## src/rtl/core/periodic_interrupt_ack_latency_unit_macros.svh

```systemverilog
// ----------------------------------------------------------------------------
// Assertion macros for the periodic interrupt acknowledge latency unit
// Clocked on aclk, disabled while aresetn is low.
// ----------------------------------------------------------------------------
`ifndef PERIODIC_INTERRUPT_ACK_LATENCY_UNIT_MACROS_SVH
`define PERIODIC_INTERRUPT_ACK_LATENCY_UNIT_MACROS_SVH

// Consequent checked in the same cycle.
`define PIAL_ASSERT_NOW(label, ante, cons, msg) \
    label: assert property (@(posedge aclk) disable iff (!aresetn) (ante) |-> (cons)) \
        else $error(msg);

// Consequent checked in the next cycle.
`define PIAL_ASSERT_NEXT(label, ante, cons, msg) \
    label: assert property (@(posedge aclk) disable iff (!aresetn) (ante) |=> (cons)) \
        else $error(msg);

`endif

```

## src/rtl/core/pial_pkg.sv

```systemverilog
// ----------------------------------------------------------------------------
// pial_pkg
// Widths, codes, register indexes and reset values shared by the interrupt ack latency unit.
// ----------------------------------------------------------------------------
`timescale 1ns / 1ps
`default_nettype none

package pial_pkg;

    localparam int COUNT_WIDTH = 32;
    localparam int CMP_WIDTH   = (COUNT_WIDTH > 32) ? COUNT_WIDTH : 32;

    localparam int S_DATA_WIDTH = 16;
    localparam int M_DATA_WIDTH = 168;

    // input word modes
    localparam logic [1:0] MODE_TICK  = 2'd0;
    localparam logic [1:0] MODE_ACK   = 2'd1;
    localparam logic [1:0] MODE_START = 2'd2;

    // run status codes
    localparam logic [1:0] STATUS_OK       = 2'd0;
    localparam logic [1:0] STATUS_NO_ACK   = 2'd1;
    localparam logic [1:0] STATUS_OVERFLOW = 2'd2;

    // configuration register indexes
    localparam logic [1:0] CFG_PERIOD       = 2'd0;
    localparam logic [1:0] CFG_TOTAL        = 2'd1;
    localparam logic [1:0] CFG_ACK_CODE     = 2'd2;
    localparam logic [1:0] CFG_INVALID_TIME = 2'd3;

    localparam logic [31:0] PERIOD_RESET       = 32'd100000;
    localparam logic [31:0] INVALID_TIME_RESET = 32'hFFFF_FFFF;

endpackage

`default_nettype wire

```

## src/rtl/core/periodic_interrupt_ack_latency_unit.sv

```systemverilog
// ----------------------------------------------------------------------------
// periodic_interrupt_ack_latency_unit
// Words pass the input, process, latency and output stages, one per cycle
// while m_tready does not stall the output; state is updated in the single
// process stage, and one 32x32 multiplier forms the late latency product in
// the latency stage. Reset: synchronous, active low; line released, run idle,
// counters cleared, configuration registers back to their defaults.
// ----------------------------------------------------------------------------
`timescale 1ns / 1ps
`default_nettype none

`include "periodic_interrupt_ack_latency_unit_macros.svh"

module periodic_interrupt_ack_latency_unit
    import pial_pkg::*;
(
    input  wire logic                    aclk,
    input  wire logic                    aresetn,

    input  wire logic                    cfg_wr_en,
    input  wire logic [1:0]              cfg_index,
    input  wire logic [31:0]             cfg_data,

    input  wire logic                    s_tvalid,
    output logic                         s_tready,
    // [1:0] mode, [9:2] command_byte, [15:10] zero
    input  wire logic [S_DATA_WIDTH-1:0] s_tdata,

    output logic                         m_tvalid,
    input  wire logic                    m_tready,
    // [0] irq_line, [1] ack_valid, [33:2] time_since_edge, [65:34] check_word,
    // [66] done_res, [68:67] run_status, [100:69] before_deadline_total,
    // [132:101] after_deadline_total, [164:133] repeat_ack_total, [167:165] zero
    output logic [M_DATA_WIDTH-1:0]      m_tdata
);

    // configuration
    logic [31:0] period_reg;
    logic [31:0] total_reg;
    logic [7:0]  ack_code_reg;
    logic [31:0] invalid_time_reg;

    // run state
    logic [COUNT_WIDTH-1:0] tick_count_reg, tick_count_next;
    logic [31:0] remaining_reg, remaining_next;
    logic [31:0] last_acked_reg, last_acked_next;
    logic [31:0] before_reg, before_next;
    logic [31:0] after_reg, after_next;
    logic [31:0] repeat_reg, repeat_next;
    logic [1:0]  status_reg, status_next;
    logic        line_level_reg, line_level_next;
    logic        active_reg, active_next;

    // input stage
    logic        v1_reg;
    logic [1:0]  mode_reg;
    logic [7:0]  cmd_reg;

    // latency stage
    logic        v2_reg;
    logic        s2_line_reg, s2_line_next;
    logic        s2_ack_reg, s2_ack_next;
    logic        s2_late_reg, s2_late_next;
    logic [31:0] s2_base_reg, s2_base_next;
    logic [31:0] s2_mul_a_reg, s2_mul_a_next;
    logic [31:0] s2_period_reg;
    logic        s2_done_reg, s2_done_next;
    logic [1:0]  s2_status_reg;
    logic [31:0] s2_before_reg;
    logic [31:0] s2_after_reg;
    logic [31:0] s2_repeat_reg;

    // output stage
    logic        m_valid_reg;
    logic [M_DATA_WIDTH-1:0] m_data_reg, m_data_next;

    logic rdy_out, rdy2, rdy1, adv1;

    assign rdy_out  = !m_valid_reg || m_tready;
    assign rdy2     = !v2_reg || rdy_out;
    assign rdy1     = !v1_reg || rdy2;
    assign adv1     = v1_reg && rdy2;
    assign s_tready = rdy1;
    assign m_tvalid = m_valid_reg;
    assign m_tdata  = m_data_reg;

    // ---------------- configuration ----------------
    always_ff @(posedge aclk) begin
        if (!aresetn) begin
            period_reg       <= PERIOD_RESET;
            total_reg        <= '0;
            ack_code_reg     <= '0;
            invalid_time_reg <= INVALID_TIME_RESET;
        end else if (cfg_wr_en) begin
            case (cfg_index)
                CFG_PERIOD:       period_reg       <= cfg_data;
                CFG_TOTAL:        total_reg        <= cfg_data;
                CFG_ACK_CODE:     ack_code_reg     <= cfg_data[7:0];
                CFG_INVALID_TIME: invalid_time_reg <= cfg_data;
                default: ;
            endcase
        end
    end

    // ---------------- process stage ----------------
    logic [31:0]            period_eff;
    logic [COUNT_WIDTH-1:0] tick_inc;
    logic [CMP_WIDTH-1:0]   tick_ext;
    logic [31:0]            capture;
    logic [31:0]            diff;

    assign period_eff = (period_reg == '0) ? 32'd1 : period_reg;
    assign tick_inc   = tick_count_reg + COUNT_WIDTH'(1);
    assign tick_ext   = CMP_WIDTH'(tick_count_reg);
    assign capture    = tick_ext[31:0];
    assign diff       = last_acked_reg - remaining_reg;

    always_comb begin
        tick_count_next = tick_count_reg;
        remaining_next  = remaining_reg;
        last_acked_next = last_acked_reg;
        before_next     = before_reg;
        after_next      = after_reg;
        repeat_next     = repeat_reg;
        status_next     = status_reg;
        line_level_next = line_level_reg;
        active_next     = active_reg;
        s2_ack_next     = 1'b0;
        s2_late_next    = 1'b0;
        s2_base_next    = '0;
        s2_mul_a_next   = diff - 32'd1;
        s2_done_next    = 1'b0;

        case (mode_reg)
            MODE_START: begin
                remaining_next  = total_reg;
                last_acked_next = total_reg;
                before_next     = '0;
                after_next      = '0;
                repeat_next     = '0;
                status_next     = STATUS_OK;
                tick_count_next = '0;
                line_level_next = 1'b1;
                active_next     = (total_reg != '0);
                s2_done_next    = (total_reg == '0);
            end
            MODE_TICK: begin
                if (active_reg) begin
                    if (remaining_reg != '0
                        && CMP_WIDTH'(tick_inc) == CMP_WIDTH'(period_eff)) begin
                        tick_count_next = '0;
                        line_level_next = 1'b0;
                        remaining_next  = remaining_reg - 32'd1;
                    end else begin
                        tick_count_next = tick_inc;
                    end
                end
            end
            MODE_ACK: begin
                if (active_reg) begin
                    line_level_next = 1'b1;
                    if (cmd_reg != ack_code_reg) begin
                        status_next  = STATUS_NO_ACK;
                        active_next  = 1'b0;
                        s2_done_next = 1'b1;
                    end else if (diff[31]) begin
                        status_next  = STATUS_OVERFLOW;
                        active_next  = 1'b0;
                        s2_done_next = 1'b1;
                    end else begin
                        if (diff == '0) begin
                            repeat_next  = repeat_reg + 32'd1;
                            s2_base_next = invalid_time_reg;
                        end else if (diff == 32'd1) begin
                            before_next  = before_reg + 32'd1;
                            s2_base_next = capture;
                        end else begin
                            after_next   = after_reg + 32'd1;
                            s2_base_next = capture;
                            s2_late_next = 1'b1;
                        end
                        last_acked_next = remaining_reg;
                        s2_ack_next     = 1'b1;
                        if (remaining_reg == '0) begin
                            status_next  = STATUS_OK;
                            active_next  = 1'b0;
                            s2_done_next = 1'b1;
                        end
                    end
                end
            end
            default: ;
        endcase
        s2_line_next = line_level_next;
    end

    always_ff @(posedge aclk) begin
        if (!aresetn) begin
            v1_reg         <= 1'b0;
            tick_count_reg <= '0;
            remaining_reg  <= '0;
            last_acked_reg <= '0;
            before_reg     <= '0;
            after_reg      <= '0;
            repeat_reg     <= '0;
            status_reg     <= STATUS_OK;
            line_level_reg <= 1'b1;
            active_reg     <= 1'b0;
        end else begin
            if (rdy1) begin
                v1_reg <= s_tvalid;
            end
            if (adv1) begin
                tick_count_reg <= tick_count_next;
                remaining_reg  <= remaining_next;
                last_acked_reg <= last_acked_next;
                before_reg     <= before_next;
                after_reg      <= after_next;
                repeat_reg     <= repeat_next;
                status_reg     <= status_next;
                line_level_reg <= line_level_next;
                active_reg     <= active_next;
            end
        end
    end

    always_ff @(posedge aclk) begin
        if (rdy1 && s_tvalid) begin
            mode_reg <= s_tdata[1:0];
            cmd_reg  <= s_tdata[9:2];
        end
    end

    // ---------------- latency stage ----------------
    always_ff @(posedge aclk) begin
        if (!aresetn) begin
            v2_reg <= 1'b0;
        end else if (rdy2) begin
            v2_reg <= v1_reg;
        end
    end

    always_ff @(posedge aclk) begin
        if (adv1) begin
            s2_line_reg   <= s2_line_next;
            s2_ack_reg    <= s2_ack_next;
            s2_late_reg   <= s2_late_next;
            s2_base_reg   <= s2_base_next;
            s2_mul_a_reg  <= s2_mul_a_next;
            s2_period_reg <= period_reg;
            s2_done_reg   <= s2_done_next;
            s2_status_reg <= status_next;
            s2_before_reg <= before_next;
            s2_after_reg  <= after_next;
            s2_repeat_reg <= repeat_next;
        end
    end

    logic [63:0] late_prod;
    logic [31:0] time_val;
    logic [31:0] check_val;

    assign late_prod = s2_mul_a_reg * s2_period_reg;
    assign time_val  = s2_late_reg ? (late_prod[31:0] + s2_base_reg) : s2_base_reg;
    assign check_val = s2_ack_reg ? ~time_val : 32'd0;

    always_comb begin
        m_data_next          = '0;
        m_data_next[0]       = s2_line_reg;
        m_data_next[1]       = s2_ack_reg;
        m_data_next[33:2]    = time_val;
        m_data_next[65:34]   = check_val;
        m_data_next[66]      = s2_done_reg;
        m_data_next[68:67]   = s2_status_reg;
        m_data_next[100:69]  = s2_before_reg;
        m_data_next[132:101] = s2_after_reg;
        m_data_next[164:133] = s2_repeat_reg;
    end

    // ---------------- output stage ----------------
    always_ff @(posedge aclk) begin
        if (!aresetn) begin
            m_valid_reg <= 1'b0;
        end else if (rdy_out) begin
            m_valid_reg <= v2_reg;
        end
    end

    always_ff @(posedge aclk) begin
        if (rdy_out && v2_reg) begin
            m_data_reg <= m_data_next;
        end
    end

    // ---------------- assertions ----------------
    `PIAL_ASSERT_NOW(a_idle_line_released, !active_reg, line_level_reg,
        "line asserted while no run is active")
    `PIAL_ASSERT_NOW(a_no_ack_zero_time, m_tvalid && !m_tdata[1],
        m_tdata[65:2] == 64'd0, "time or check word set without acknowledge")
    `PIAL_ASSERT_NOW(a_done_releases_line, m_tvalid && m_tdata[66], m_tdata[0],
        "run ended with the line still asserted")
    `PIAL_ASSERT_NOW(a_no_ack_end_silent,
        m_tvalid && m_tdata[66] && m_tdata[68:67] == STATUS_NO_ACK, !m_tdata[1],
        "wrong command byte produced an acknowledge response")

endmodule

`default_nettype wire

```

## config.mk

```make
export PLATFORM = sky130hd
export DESIGN_NAME = periodic_interrupt_ack_latency_unit
export DESIGN_NICKNAME = d
export VERILOG_FILES = /design/src/rtl/core/pial_pkg.sv /design/src/rtl/core/periodic_interrupt_ack_latency_unit.sv
export VERILOG_INCLUDE_DIRS = /design/src /design/src/rtl/core
export SDC_FILE = /design/constraint.sdc
export NUM_CORES = 2
export LEC_CHECK = 0
export BUFFER_PORTS_ARGS = -buffer_cell sky130_fd_sc_hd__buf_2
export CORE_MARGIN = 2
export CORE_UTILIZATION = 67
export DETAILED_ROUTE_END_ITERATION = 10
export PLACE_DENSITY = 0.94
export SETUP_SLACK_MARGIN = 0.5
export SYNTH_ARGS = -nofsm -noshare
export SYNTH_HDL_FRONTEND = slang
export SYNTH_SLANG_ARGS = --single-unit
```

## constraint.sdc

```tcl
create_clock -name aclk -period 28.8 [get_ports aclk]
set_clock_uncertainty 0.2 [all_clocks]
set_input_delay 2.88 -clock aclk [delete_from_list [all_inputs] [get_ports aclk]]
set_output_delay 2.88 -clock aclk [all_outputs]
set_load 0.05 [all_outputs]
```

==> summary.txt <==
Status
  – Status: complete, no violations

CTS
  – Maximum clock path buffer count: 3
  – H-tree depth: 3
  – Number of buffers added to fix hold violations after cts: 0
  – Clock-pin transition on the worst setup and hold timing paths: approximately 0.070 ns
  – CTS resizes: 0
  – Root buffer cell: sky130_fd_sc_hd__clkbuf_16
  – Clk Latency, worst-skew pair: around 0.66 ns
  – Setup Buffers After CTS: 0
  – Number of CTS-inserted buffers: 73
  – Clock net sink count: between 600 and 700
  – TritonCTS clock tree: done

STA
  – Setup violation total in the final timing report: 0
  – Final worst path period share: 31.7%
  – Pins Over Slew Limit: 0
  – Slew margin rel.: 2.51%
  – Top achievable clock speed: between 100 and 150 MHz
  – Hold Violations, Final: 0
  – Worst slew pin tran: between 1 and 1.5 ns
  – Setup repair after global routing missed its margin: no
  – Sum Neg Setup Slack: 0 ns
  – Clock period minus worst slack: 9.14 ns

Flow run
  – Maximum Capacitance Violations: 0

Cells and area
  – Layout overhead on the synthesized area: 8.47%
  – Number of nets in the finished design: ~6000
  – Fill count: around 4600
  – Combined area of the multi-input logic cells: 0.0286 mm^2
  – Most common library cell in the layout ignoring fill and taps: sky130_fd_sc_hd__nand2_1
  – Sequential cell area: 0.0173 mm^2
  – Flip-flop count of the largest register, all copies and words added: roughly 170
  – Share of post-route cells with drive strength above 1: under 10%
  – Leading cell types in the layout, fill and taps excluded: sky130_fd_sc_hd__nand2_1, sky130_fd_sc_hd__inv_1, sky130_fd_sc_hd__fa_1

Worst setup path
  – Biggest cell delay along the critical path: around 0.90 ns
  – WP buf/inv: 6
  – Cell occurring most often along the worst timing path: sky130_fd_sc_hd__fa_1
  – Arrival time at the worst endpoint: just over 9 ns
  – Critical path data required time: about 29 ns
  – Worst setup SP type: register
  – Critical Path End Type: register
  – Highest net fanout along the worst path: 30
  – Worst path slowest cell: sky130_fd_sc_hd__edfxtp_1
  – Crit Path Category: register to register
  – Cell type group with the largest total delay on the critical path: adder cells

Floorplanning
  – Die Wd: roughly 270 um
  – Die span in y: ~270 um
  – Starting utilization of the core area: between 60% and 70%
  – Area enclosed by the die boundary: 0.0754 mm^2
  – Core Box Area: roughly 0.073 mm^2
  – # IOs: 225
  – Site row count: a little under 100

Synthesis
  – Number of distinct library cells after synthesis: 84
  – Async set or reset register ratio after synthesis: 0%
  – Post-Syn Area: ~0.049 mm^2
  – Largest area contributor in the netlist: sky130_fd_sc_hd__edfxtp_1
  – Number of enable flip-flop cells after synthesis: 373
  – Synthesis Warnings: 0
  – Synthesis-stage register bit count: approximately 680
  – Syn_area_per_cell: around 9.4 um^2
  – Largest cells by area after synthesis: sky130_fd_sc_hd__edfxtp_1, sky130_fd_sc_hd__fa_1, sky130_fd_sc_hd__dfxtp_1
  – Instance count of the mapped netlist: approximately 5200
  – Fraction of the yosys area taken by sequential cells: about a third
  – Prevailing post-synth register cell: sky130_fd_sc_hd__edfxtp_1
  – Portion of synthesized cell area occupied by the leading cell type: a little under a quarter

Placement
  – Detailed-placement wirelength estimate: about 99000 um
  – Number of buffers inserted by port buffering: around 220
  – Final GP Congestion: about 1

Route
  – First-pass iteration count of the detailed router: 9
  – DR DRC count: 0
  – Post-detailed-route count of antenna-violating nets: 0
  – Routed wire length: between 100000 and 150000 um
  – Number of vias after detailed routing: about 41000
  – DR vias/cell: 6.57
  – Iteration-0 DRC Markers: around 5900
  – Avg WL per Cell: about 23 um

Min path
  – Worst hold path type: register to register

GRT
  – Largest net degree at the start of global routing: 95
  – Via count of the first global-routing pass: 41300
  – Remaining Overflow, GRT: 0
  – Antenna violations before repair: 7
  – First-pass GRT wire length: between 200000 and 250000 um
  – Total routing resource utilization after global routing: approximately 38%
==> routing by layer <==
layer / share of wire [%] / GRT usage (%) / up-vias
li1: - / - / 17700
met1: 35 / 47.5 / 19600
met2: 46 / 60.6 / 3169
met3: 13 / 10.6 / 815
met4: 6.9 / 23.2 / 8
met5: 0.035 / 0 / -
==> cell families (layout without fill, tap and decap cells) <==
logic type / count (synthesis) / count (layout) / synth area share, %
buffers and inverters: 873 / 988 / 6.74
flip-flops: 676 / 676 / 35.2
XOR/XNOR: 209 / 209 / 3.74
other: 1 / 5 / 0.00764
multiplexers: 65 / 65 / 1.36
AO/OA/AOI/OAI: 869 / 869 / 11.0
adder cells (fa/ha/maj): 606 / 606 / 22.2
AND/OR/NAND/NOR: 1917 / 1917 / 19.8
==> synthesized netlist by cell type, types with 8 or more instances <==
cell	n
sky130_fd_sc_hd__nand2_1	697
sky130_fd_sc_hd__inv_1	582
sky130_fd_sc_hd__fa_1	439
sky130_fd_sc_hd__edfxtp_1	373
sky130_fd_sc_hd__and2_1	346
sky130_fd_sc_hd__a21oi_1	325
sky130_fd_sc_hd__dfxtp_1	303
sky130_fd_sc_hd__clkbuf_1	266
sky130_fd_sc_hd__nor2_1	193
sky130_fd_sc_hd__o21ai_0	190
sky130_fd_sc_hd__ha_1	167
sky130_fd_sc_hd__nand3_1	158
sky130_fd_sc_hd__xnor2_1	145
sky130_fd_sc_hd__or3_1	106
sky130_fd_sc_hd__or4_1	70
sky130_fd_sc_hd__nor3_1	63
sky130_fd_sc_hd__xor2_1	63
sky130_fd_sc_hd__nand4_1	56
sky130_fd_sc_hd__nor4_1	54
sky130_fd_sc_hd__mux2i_1	53
sky130_fd_sc_hd__o31ai_1	48
sky130_fd_sc_hd__and3_1	46
sky130_fd_sc_hd__a211oi_1	42
sky130_fd_sc_hd__o21a_1	40
sky130_fd_sc_hd__o211ai_1	38
sky130_fd_sc_hd__a21o_1	30
sky130_fd_sc_hd__nor2b_1	23
sky130_fd_sc_hd__a31oi_1	22
sky130_fd_sc_hd__or2_2	20
sky130_fd_sc_hd__nand2b_1	19
sky130_fd_sc_hd__nand3b_1	15
sky130_fd_sc_hd__and4_1	14
sky130_fd_sc_hd__buf_1	14
sky130_fd_sc_hd__mux2_2	12
sky130_fd_sc_hd__o211a_1	11
sky130_fd_sc_hd__o22ai_1	11
sky130_fd_sc_hd__o2111ai_1	10
sky130_fd_sc_hd__o311ai_0	10
sky130_fd_sc_hd__a21boi_0	9
sky130_fd_sc_hd__o41ai_1	9
sky130_fd_sc_hd__nor3b_1	8
==> path summary, 6_finish.rpt <==
path,to,startpoint,cells after the start,slack [ns]
setup / recovery,m_tdata[63]$_SDFFCE_PN0P_,s2_period_reg[2]$_DFFE_PP_,25,19.66
hold / removal,m_tdata[113]$_DFFE_PP_,s2_after_reg[12]$_DFFE_PP_,0,0.22
setup reg to reg,m_tdata[63]$_SDFFCE_PN0P_,s2_period_reg[2]$_DFFE_PP_,25,19.66
hold reg to reg,m_tdata[113]$_DFFE_PP_,s2_after_reg[12]$_DFFE_PP_,0,0.22
==> area by class of cell <==
cell class,count,share of cell area [%]
multi-input combinational,3669,53.7
sequential,676,32.4
inverter,582,4.12
clock buffer,91,3.69
timing repair buffer,270,2.80
tap,959,2.25
clock inverter,45,1.03
antenna,2,0.00940
==> through the flow <==
stage | instances | util, % | hold slack (ns) | setup WS (ns) | instance area, um^2
finish | 6294 | 73.2 | 0.217 | 19.66 | 53200
global route | 6292 | 73.2 | 0.224 | 19.28 | 53200
CTS | 6292 | 73.2 | 0.214 | 19.84 | 53200
detailed placement | 6156 | 69.8 | 0.205 | 19.88 | 50700
global placement | 6156 | 69.8 | 0.202 | 19.96 | 50700
floorplan | 5218 | - | 0.200 | 17.65 | 49100
==> worst reg2reg max path, delay by kind of cell (launching register included) <==
| family | cells | cell delay, ns |
|---|---|---|
| adder cells (fa/ha/maj) | 9 | 4.41 |
| AO/OA/AOI/OAI | 5 | 1.61 |
| flip-flops | 1 | 0.90 |
| AND/OR/NAND/NOR | 3 | 0.62 |
| multiplexers | 1 | 0.56 |
| buffers and inverters | 6 | 0.36 |
| XOR/XNOR | 1 | 0.19 |
Power is not shown: default switching activity piles up to over one toggle a cycle in this logic, so the estimate is an artifact.
